[config.mk]
export PLATFORM = sky130hd
export DESIGN_NAME = uart_rx_tx_ring_buffers
export DESIGN_NICKNAME = d
export VERILOG_FILES = /design/src/hw/rtl/uart_rb_pkg.sv /design/src/hw/rtl/uart_rx_tx_ring_buffers.sv
export SDC_FILE = /design/constraint.sdc
export NUM_CORES = 1
export LEC_CHECK = 0
export ABC_AREA = 1
export CAP_MARGIN = 20
export CELL_PAD_IN_SITES_DETAIL_PLACEMENT = 0
export CELL_PAD_IN_SITES_GLOBAL_PLACEMENT = 1
export CORE_MARGIN = 2
export CORE_UTILIZATION = 30
export CTS_CLUSTER_SIZE = 20
export DETAILED_ROUTE_END_ITERATION = 12
export DONT_BUFFER_PORTS = 1
export GPL_ROUTABILITY_DRIVEN = 0
export HOLD_SLACK_MARGIN = 0.02
export PLACE_DENSITY_LB_ADDON = 0.1
export SYNTH_ARGS = -nofsm -noshare
export SYNTH_HDL_FRONTEND = slang
export SYNTH_SLANG_ARGS = --single-unit
[constraint.sdc]
create_clock -name clk -period 4.8 [get_ports clk]
set_input_delay 0.72 -clock clk [delete_from_list [all_inputs] [get_ports clk]]
set_output_delay 0.72 -clock clk [all_outputs]
set_load 0.01 [all_outputs]
[src/hw/rtl/uart_rb_pkg.sv]
// ----------------------------------------------------------------------------
// uart_rb_pkg
// Shared constants for the serial byte queue pair: default depth, widths, operation and result codes.
// ----------------------------------------------------------------------------
package uart_rb_pkg;

  localparam int unsigned DEFAULT_QUEUE_DEPTH = 16;

  localparam int unsigned OP_W   = 2;
  localparam int unsigned BYTE_W = 8;
  localparam int unsigned CODE_W = 4;

  // host and line operations
  localparam logic [OP_W-1:0] OP_WRITE    = 2'd0;
  localparam logic [OP_W-1:0] OP_READ     = 2'd1;
  localparam logic [OP_W-1:0] OP_LINE_RX  = 2'd2;
  localparam logic [OP_W-1:0] OP_TX_EVENT = 2'd3;

  // result codes
  localparam logic [CODE_W-1:0] RC_SENT_DIRECT = 4'd0;
  localparam logic [CODE_W-1:0] RC_QUEUED      = 4'd1;
  localparam logic [CODE_W-1:0] RC_TX_DROPPED  = 4'd2;
  localparam logic [CODE_W-1:0] RC_READ_OK     = 4'd3;
  localparam logic [CODE_W-1:0] RC_READ_EMPTY  = 4'd4;
  localparam logic [CODE_W-1:0] RC_RECEIVED    = 4'd5;
  localparam logic [CODE_W-1:0] RC_RX_DROPPED  = 4'd6;
  localparam logic [CODE_W-1:0] RC_SENT_QUEUED = 4'd7;
  localparam logic [CODE_W-1:0] RC_TX_IDLE     = 4'd8;

endpackage

[src/hw/rtl/uart_rx_tx_ring_buffers.sv]
// Timing: a non-popping transaction's result is registered in the cycle after accept;
//   a popping transaction (host read with data, transmitter ready with data) first
//   waits in S_POP for the registered queue memory read. Throughput: one transaction
//   per cycle while no pop is in progress and the output register is not stalled.
// Reset: synchronous, clears the state, both queues' pointers and the output valid flag;
//   queue memory contents are not cleared and need no clearing pass.
// ----------------------------------------------------------------------------
// uart_rx_tx_ring_buffers
// Receive and transmit byte ring queues between a host and a serial line,
// with a direct path to the line when the transmit queue is empty and the line is ready.
// ----------------------------------------------------------------------------
module uart_rx_tx_ring_buffers #(
  parameter int unsigned QUEUE_DEPTH = uart_rb_pkg::DEFAULT_QUEUE_DEPTH
) (
  input  logic                               clk,
  input  logic                               rst_n,
  input  logic                               in_valid,
  output logic                               in_stall,
  input  logic [uart_rb_pkg::OP_W-1:0]       in_opcode,
  input  logic [uart_rb_pkg::BYTE_W-1:0]     in_data_byte,
  input  logic                               in_tx_ready,
  output logic                               out_valid,
  input  logic                               out_stall,
  output logic [uart_rb_pkg::CODE_W-1:0]     out_result_code,
  output logic                               out_line_valid,
  output logic [uart_rb_pkg::BYTE_W-1:0]     out_line_byte,
  output logic [uart_rb_pkg::BYTE_W-1:0]     out_read_byte
);
  import uart_rb_pkg::*;

  localparam int unsigned PTR_W = (QUEUE_DEPTH > 1) ? $clog2(QUEUE_DEPTH) : 1;
  localparam logic [PTR_W-1:0] PTR_LAST = PTR_W'(QUEUE_DEPTH - 1);

  typedef enum logic {
    S_IDLE,
    S_POP
  } state_t;

  state_t            state_r;
  logic [PTR_W-1:0]  rx_head_r, rx_tail_r, tx_head_r, tx_tail_r;
  logic              pend_tx_r;
  logic              out_valid_r;
  logic [CODE_W-1:0] out_code_r;
  logic              out_lvalid_r;
  logic [BYTE_W-1:0] out_lbyte_r;
  logic [BYTE_W-1:0] out_rbyte_r;

  logic [BYTE_W-1:0] rx_mem [QUEUE_DEPTH];
  logic [BYTE_W-1:0] tx_mem [QUEUE_DEPTH];
  logic [BYTE_W-1:0] rx_rd_r, tx_rd_r;

  logic              out_free;
  logic              accept;
  logic              rx_empty, rx_full, tx_empty, tx_full;
  logic [CODE_W-1:0] imm_code;
  logic              imm_lvalid;
  logic [BYTE_W-1:0] imm_lbyte;
  logic              go_pop, pop_tx;
  logic              rx_push, rx_pop, tx_push, tx_pop;

  function automatic logic [PTR_W-1:0] adv(input logic [PTR_W-1:0] p);
    return (p == PTR_LAST) ? '0 : p + 1'b1;
  endfunction

  // output register drains or is empty
  assign out_free = !out_valid_r || !out_stall;
  assign in_stall = (state_r != S_IDLE) || !out_free;
  assign accept   = in_valid && !in_stall;

  assign rx_empty = (rx_head_r == rx_tail_r);
  assign tx_empty = (tx_head_r == tx_tail_r);
  assign rx_full  = (adv(rx_tail_r) == rx_head_r);
  assign tx_full  = (adv(tx_tail_r) == tx_head_r);

  always_comb begin
    imm_code   = RC_TX_IDLE;
    imm_lvalid = 1'b0;
    imm_lbyte  = '0;
    go_pop     = 1'b0;
    pop_tx     = 1'b0;
    rx_push    = 1'b0;
    rx_pop     = 1'b0;
    tx_push    = 1'b0;
    tx_pop     = 1'b0;
    unique case (in_opcode)
      OP_WRITE: begin
        if (tx_empty && in_tx_ready) begin
          imm_code   = RC_SENT_DIRECT;
          imm_lvalid = 1'b1;
          imm_lbyte  = in_data_byte;
        end else if (tx_full) begin
          imm_code = RC_TX_DROPPED;
        end else begin
          imm_code = RC_QUEUED;
          tx_push  = accept;
        end
      end
      OP_READ: begin
        if (!rx_empty) begin
          go_pop = 1'b1;
          rx_pop = accept;
        end else begin
          imm_code = RC_READ_EMPTY;
        end
      end
      OP_LINE_RX: begin
        if (rx_full) begin
          imm_code = RC_RX_DROPPED;
        end else begin
          imm_code = RC_RECEIVED;
          rx_push  = accept;
        end
      end
      OP_TX_EVENT: begin
        if (in_tx_ready && !tx_empty) begin
          go_pop = 1'b1;
          pop_tx = 1'b1;
          tx_pop = accept;
        end else begin
          imm_code = RC_TX_IDLE;
        end
      end
      default: begin
        imm_code = RC_TX_IDLE;
      end
    endcase
  end

  // queue memories: one write port at the tail, registered read at the head
  always_ff @(posedge clk) begin
    if (rx_push) begin
      rx_mem[rx_tail_r] <= in_data_byte;
    end
    if (rx_pop) begin
      rx_rd_r <= rx_mem[rx_head_r];
    end
  end

  always_ff @(posedge clk) begin
    if (tx_push) begin
      tx_mem[tx_tail_r] <= in_data_byte;
    end
    if (tx_pop) begin
      tx_rd_r <= tx_mem[tx_head_r];
    end
  end

  always_ff @(posedge clk) begin
    if (!rst_n) begin
      state_r     <= S_IDLE;
      rx_head_r   <= '0;
      rx_tail_r   <= '0;
      tx_head_r   <= '0;
      tx_tail_r   <= '0;
      pend_tx_r   <= 1'b0;
      out_valid_r <= 1'b0;
    end else begin
      if (rx_push) rx_tail_r <= adv(rx_tail_r);
      if (rx_pop)  rx_head_r <= adv(rx_head_r);
      if (tx_push) tx_tail_r <= adv(tx_tail_r);
      if (tx_pop)  tx_head_r <= adv(tx_head_r);
      unique case (state_r)
        S_IDLE: begin
          if (accept) begin
            if (go_pop) begin
              state_r     <= S_POP;
              pend_tx_r   <= pop_tx;
              out_valid_r <= 1'b0;
            end else begin
              out_valid_r  <= 1'b1;
              out_code_r   <= imm_code;
              out_lvalid_r <= imm_lvalid;
              out_lbyte_r  <= imm_lbyte;
              out_rbyte_r  <= '0;
            end
          end else if (out_free) begin
            out_valid_r <= 1'b0;
          end
        end
        S_POP: begin
          // read data from the queue memory lands this cycle
          state_r      <= S_IDLE;
          out_valid_r  <= 1'b1;
          out_code_r   <= pend_tx_r ? RC_SENT_QUEUED : RC_READ_OK;
          out_lvalid_r <= pend_tx_r;
          out_lbyte_r  <= pend_tx_r ? tx_rd_r : '0;
          out_rbyte_r  <= pend_tx_r ? '0 : rx_rd_r;
        end
        default: begin
          state_r <= S_IDLE;
        end
      endcase
    end
  end

  assign out_valid       = out_valid_r;
  assign out_result_code = out_code_r;
  assign out_line_valid  = out_lvalid_r;
  assign out_line_byte   = out_lbyte_r;
  assign out_read_byte   = out_rbyte_r;

  a_ptr_range: assert property (@(posedge clk) disable iff (!rst_n)
    rx_head_r <= PTR_LAST && rx_tail_r <= PTR_LAST &&
    tx_head_r <= PTR_LAST && tx_tail_r <= PTR_LAST)
    else $error("queue pointer beyond depth");

  a_pop_slot_free: assert property (@(posedge clk) disable iff (!rst_n)
    state_r == S_POP |-> !out_valid_r)
    else $error("pop result would overwrite a pending result");

  a_pop_seq: assert property (@(posedge clk) disable iff (!rst_n)
    accept && go_pop |=> state_r == S_POP && !out_valid_r)
    else $error("popping transaction did not wait for memory data");

  a_line_code: assert property (@(posedge clk) disable iff (!rst_n)
    out_valid_r && out_lvalid_r |->
      out_code_r == RC_SENT_DIRECT || out_code_r == RC_SENT_QUEUED)
    else $error("line byte sent with a non-send result code");

  a_no_overfill: assert property (@(posedge clk) disable iff (!rst_n)
    tx_full |=> !(tx_head_r == tx_tail_r && $past(tx_head_r) == tx_head_r))
    else $error("transmit queue wrapped on overflow");

endmodule
==> impl_results.md <==
- Worst Tran Pin Value: 0.957 ns
- Worst Path Arrival: 3.08 ns
- Status: complete, no violations
- Final Hold Viols: 0
- Max Clk Rate: 0.343 GHz
- First drt pass iteration count: 5
- Largest cells by area after synthesis: edfxtp_1 (68%), nor2_1 (6.5%), o21ai_0 (4.9%), nand2_1 (3.6%), dfxtp_1 (3.0%)
- Synth unique cells: 32
- I/O Buffers: 0
- Slew headroom: 36.0%
- Critical R2R Launch: tx_head_r[1]
- FF-to-FF path depth: 12
- Dpl cells: 1570
- Worst hold endpoint: tx_mem[12][2]
- Vias per inst: 4.92
- Final setup margin: 1.88 ns
- Cell Area, Synth: 0.0129 sq mm
- Cts bufs inserted: 38
- GRT Overall Usage: 16.6%
- Final wirelength: 36.0 mm
- Total global routing overflow: 0
- Max FO, Critical Path: 37
- RR Endpoint: tx_mem[8][2]
- Tot Pwr: 6.02 mW
- Number of setup violations in the final report: 0
- First-pass GRT wire length: 54.4 mm
- Root Buffer: clkbuf_16
- Crit path kind: reg2reg
- Die ar.: 0.0447 sq mm
- Post-Layout Cell Count: 1640
- Resized Gates After CTS: 0
- Initial antenna violation count: 0
- Clk slew on worst S/H paths: 0.06 ns
- Hold Worst Slack: 0.282 ns
- Syn-to-layout area delta: 13.6%
- Routed vias: 8076
- Residual DRC: 0
- Number of global-route vias before repair: 8290
- Max Cap Viol: 0
- Post-DP HPWL: 22.3 mm
- Worst setup SP type: flip-flop
- Post-synth net total: 1099
- Slew Viols, Final: 0
- DP Worst Slack: 1.77 ns
- Yosys warns: 0
- Wire per inst: 21.9 um
- Leak: 5.03 nW
- Synth top area share: 68.2%
- Vert. Die Dim: 211 um
- Register area share after synthesis: 71.2%
- TritonCTS clock tree: built
- WHS Path Cells: 0
- Largest net degree at the start of global routing: 70
- Area leader, netlist: edfxtp_1
- WP data required: 4.96 ns
- Hold path startpoint: in_data_byte[2]
- NumNets Final: 1097
- # IOs: 38
- Die width: 211 um
- R2r setup slk: 1.88 ns
- Syn Area/Cell: 12.0 sq um
- Critical Path Sink Type: flip-flop
- CP Cell Sequence: buf_4 > inv_2 > nand2_1 > nand2_1 > nor2_1 > nand3_2 > nand2_1 > inv_1 > nand3_4 > inv_6 > nand2_4 > nor2_1
- Share of cells above drive strength 1: 10.1%
- CP max-delay cell: nor2_1
- Initial Util: 30.5%
- Power density over the cells: 411 mW/mm^2
- Skew final: 0.0149 ns
- Bufs on Longest Clock Path: 3
- Worst hold-check path type: in2reg
- Fin crit share: 60.8%
- Peak VDD IR: 0.229 mV
- Synth Register Bits: 312
- RSZ-0062 raised after global routing: false
- Setup TNS: 0 ns
- Clock period minus worst slack: 2.92 ns
- Clock sink count: 312
- Area of the core: 0.0422 sq mm
- Slowest Stage Delay on Critical Path: 0.63 ns
- Final ANT Viol Nets: 0
- H-tree levels: 2
- Hold buffers post-CTS: 0
- DRT iter0 DRCs: 554
- Syn Inst Count: 1073
- Clock latency on the worst-skew pair: 0.53 ns
- Rows: 75
- CP most frequent cell: nand2_1
- Post-CTS Setup Bufs: 0
cell type report:
class	instances	area (sq um)
multi-input cells	652	3270
clock inverters	23	173
well taps	539	674
inverters	59	234
flip-flops and latches	312	9180
clock buffers	46	1040
repair buffers	8	60.1
fillers	4182	27600
diodes	1	2.50
cells in the mapped netlist:
library cell  instances
a21oi_1              15
a31oi_1               1
buf_1                 1
buf_2                21
buf_4                 2
clkbuf_1             26
clkinv_1              4
clkinv_2              2
dfxtp_1              19
edfxtp_1            293
ha_1                 11
inv_1                43
inv_2                 8
inv_6                 2
nand2_1             123
nand2_2              11
nand2_4               9
nand3_1              46
nand3_2               3
nand3_4               2
nand3b_4              1
nand4_1               2
nor2_1              223
nor2_2                2
nor3_1                1
o211ai_1             21
o21ai_0             125
o221ai_1             13
o22ai_1              19
o32ai_1              16
xnor2_1               2
xor2_1                6
cells in the final DEF (no fill, tap or decap), types with 3 or more instances in the layout:
cell type  netlist  layout
nand2_2         11      11
o211ai_1        21      21
xor2_1           6       6
clkbuf_1        26       5
nor2_1         223     223
clkbuf_16        0      41
ha_1            11      11
dfxtp_1         19      16
dfxtp_2          0       3
o21ai_0        125     125
clkinv_1         4      11
nand3_1         46      46
buf_4            2       8
nand3_2          3       3
clkinv_2         2      12
a21oi_1         15      14
inv_2            8      10
inv_1           43      41
edfxtp_1       293     293
nand2_1        123     123
o32ai_1         16      16
nand2_4          9       9
o22ai_1         19      19
o221ai_1        13      13
layer usage:
metal,track usage (%),vias up,share of wire (%)
met5,0,-,0
li1,-,3828,-
met4,5.85,0,2.9
met1,21.4,4040,44
met2,27.8,149,49
met3,3.09,59,3.9
where the power goes:
part / internal (mW) / switching (mW) / total, mW
registers: 3.01 / 0.0252 / 3.03
clock network: 1.66 / 1.14 / 2.80
logic: 0.0535 / 0.140 / 0.194
flip-flops by register name, indices dropped and copies added, names as in the netlist:
name	flops
out_line_byte	8
out_line_valid	1
out_read_byte	8
out_result_code	4
out_valid	1
pend_tx_r	1
rx_head_r	4
rx_mem	128
rx_rd_r	8
rx_tail_r	4
state_r	1
tx_head_r	4
tx_mem	128
tx_rd_r	8
tx_tail_r	4
worst max-delay path by stage:
stage / from / endpoint / slack, ns / cells after the start
2_1_floorplan: out_stall / out_line_byte[0] / 2.12 / 5
3_3_place_gp: tx_head_r[1] / tx_mem[8][1] / 1.78 / 12
3_5_place_dp: tx_head_r[1] / tx_mem[11][2] / 1.77 / 12
4_1_cts: tx_head_r[1] / tx_mem[11][5] / 1.79 / 12
5_1_grt: tx_head_r[1] / tx_mem[14][6] / 1.60 / 12
6_report: tx_head_r[1] / tx_mem[8][2] / 1.88 / 12
metrics by stage:
stage                     utilization, %  area [sq um]
after global placement              31.8         13400
after global routing                34.7         14600
after detailed placement            31.8         13400
after floorplan                        -         12900
final                               34.7         14600
after CTS                           34.7         14600
worst max-delay path: cells and delay by family (launching register included):
kind                   cells  cell delay, ns
buffers and inverters      4            0.97
flip-flops                 1            0.29
AND/OR/NAND/NOR            8            1.24
cell families (layout without fill, tap and decap cells):
family / Yosys count / in the layout / synth area share [%]
buffers and inverters: 109 / 136 / 3.53
other: 0 / 1 / 0
flip-flops: 312 / 312 / 71.2
AND/OR/NAND/NOR: 423 / 423 / 14.1
XOR/XNOR: 8 / 8 / 0.543
AO/OA/AOI/OAI: 210 / 210 / 9.60
adder cells (fa/ha/maj): 11 / 11 / 1.07
Note: power is estimated with default switching activity, not from simulation.
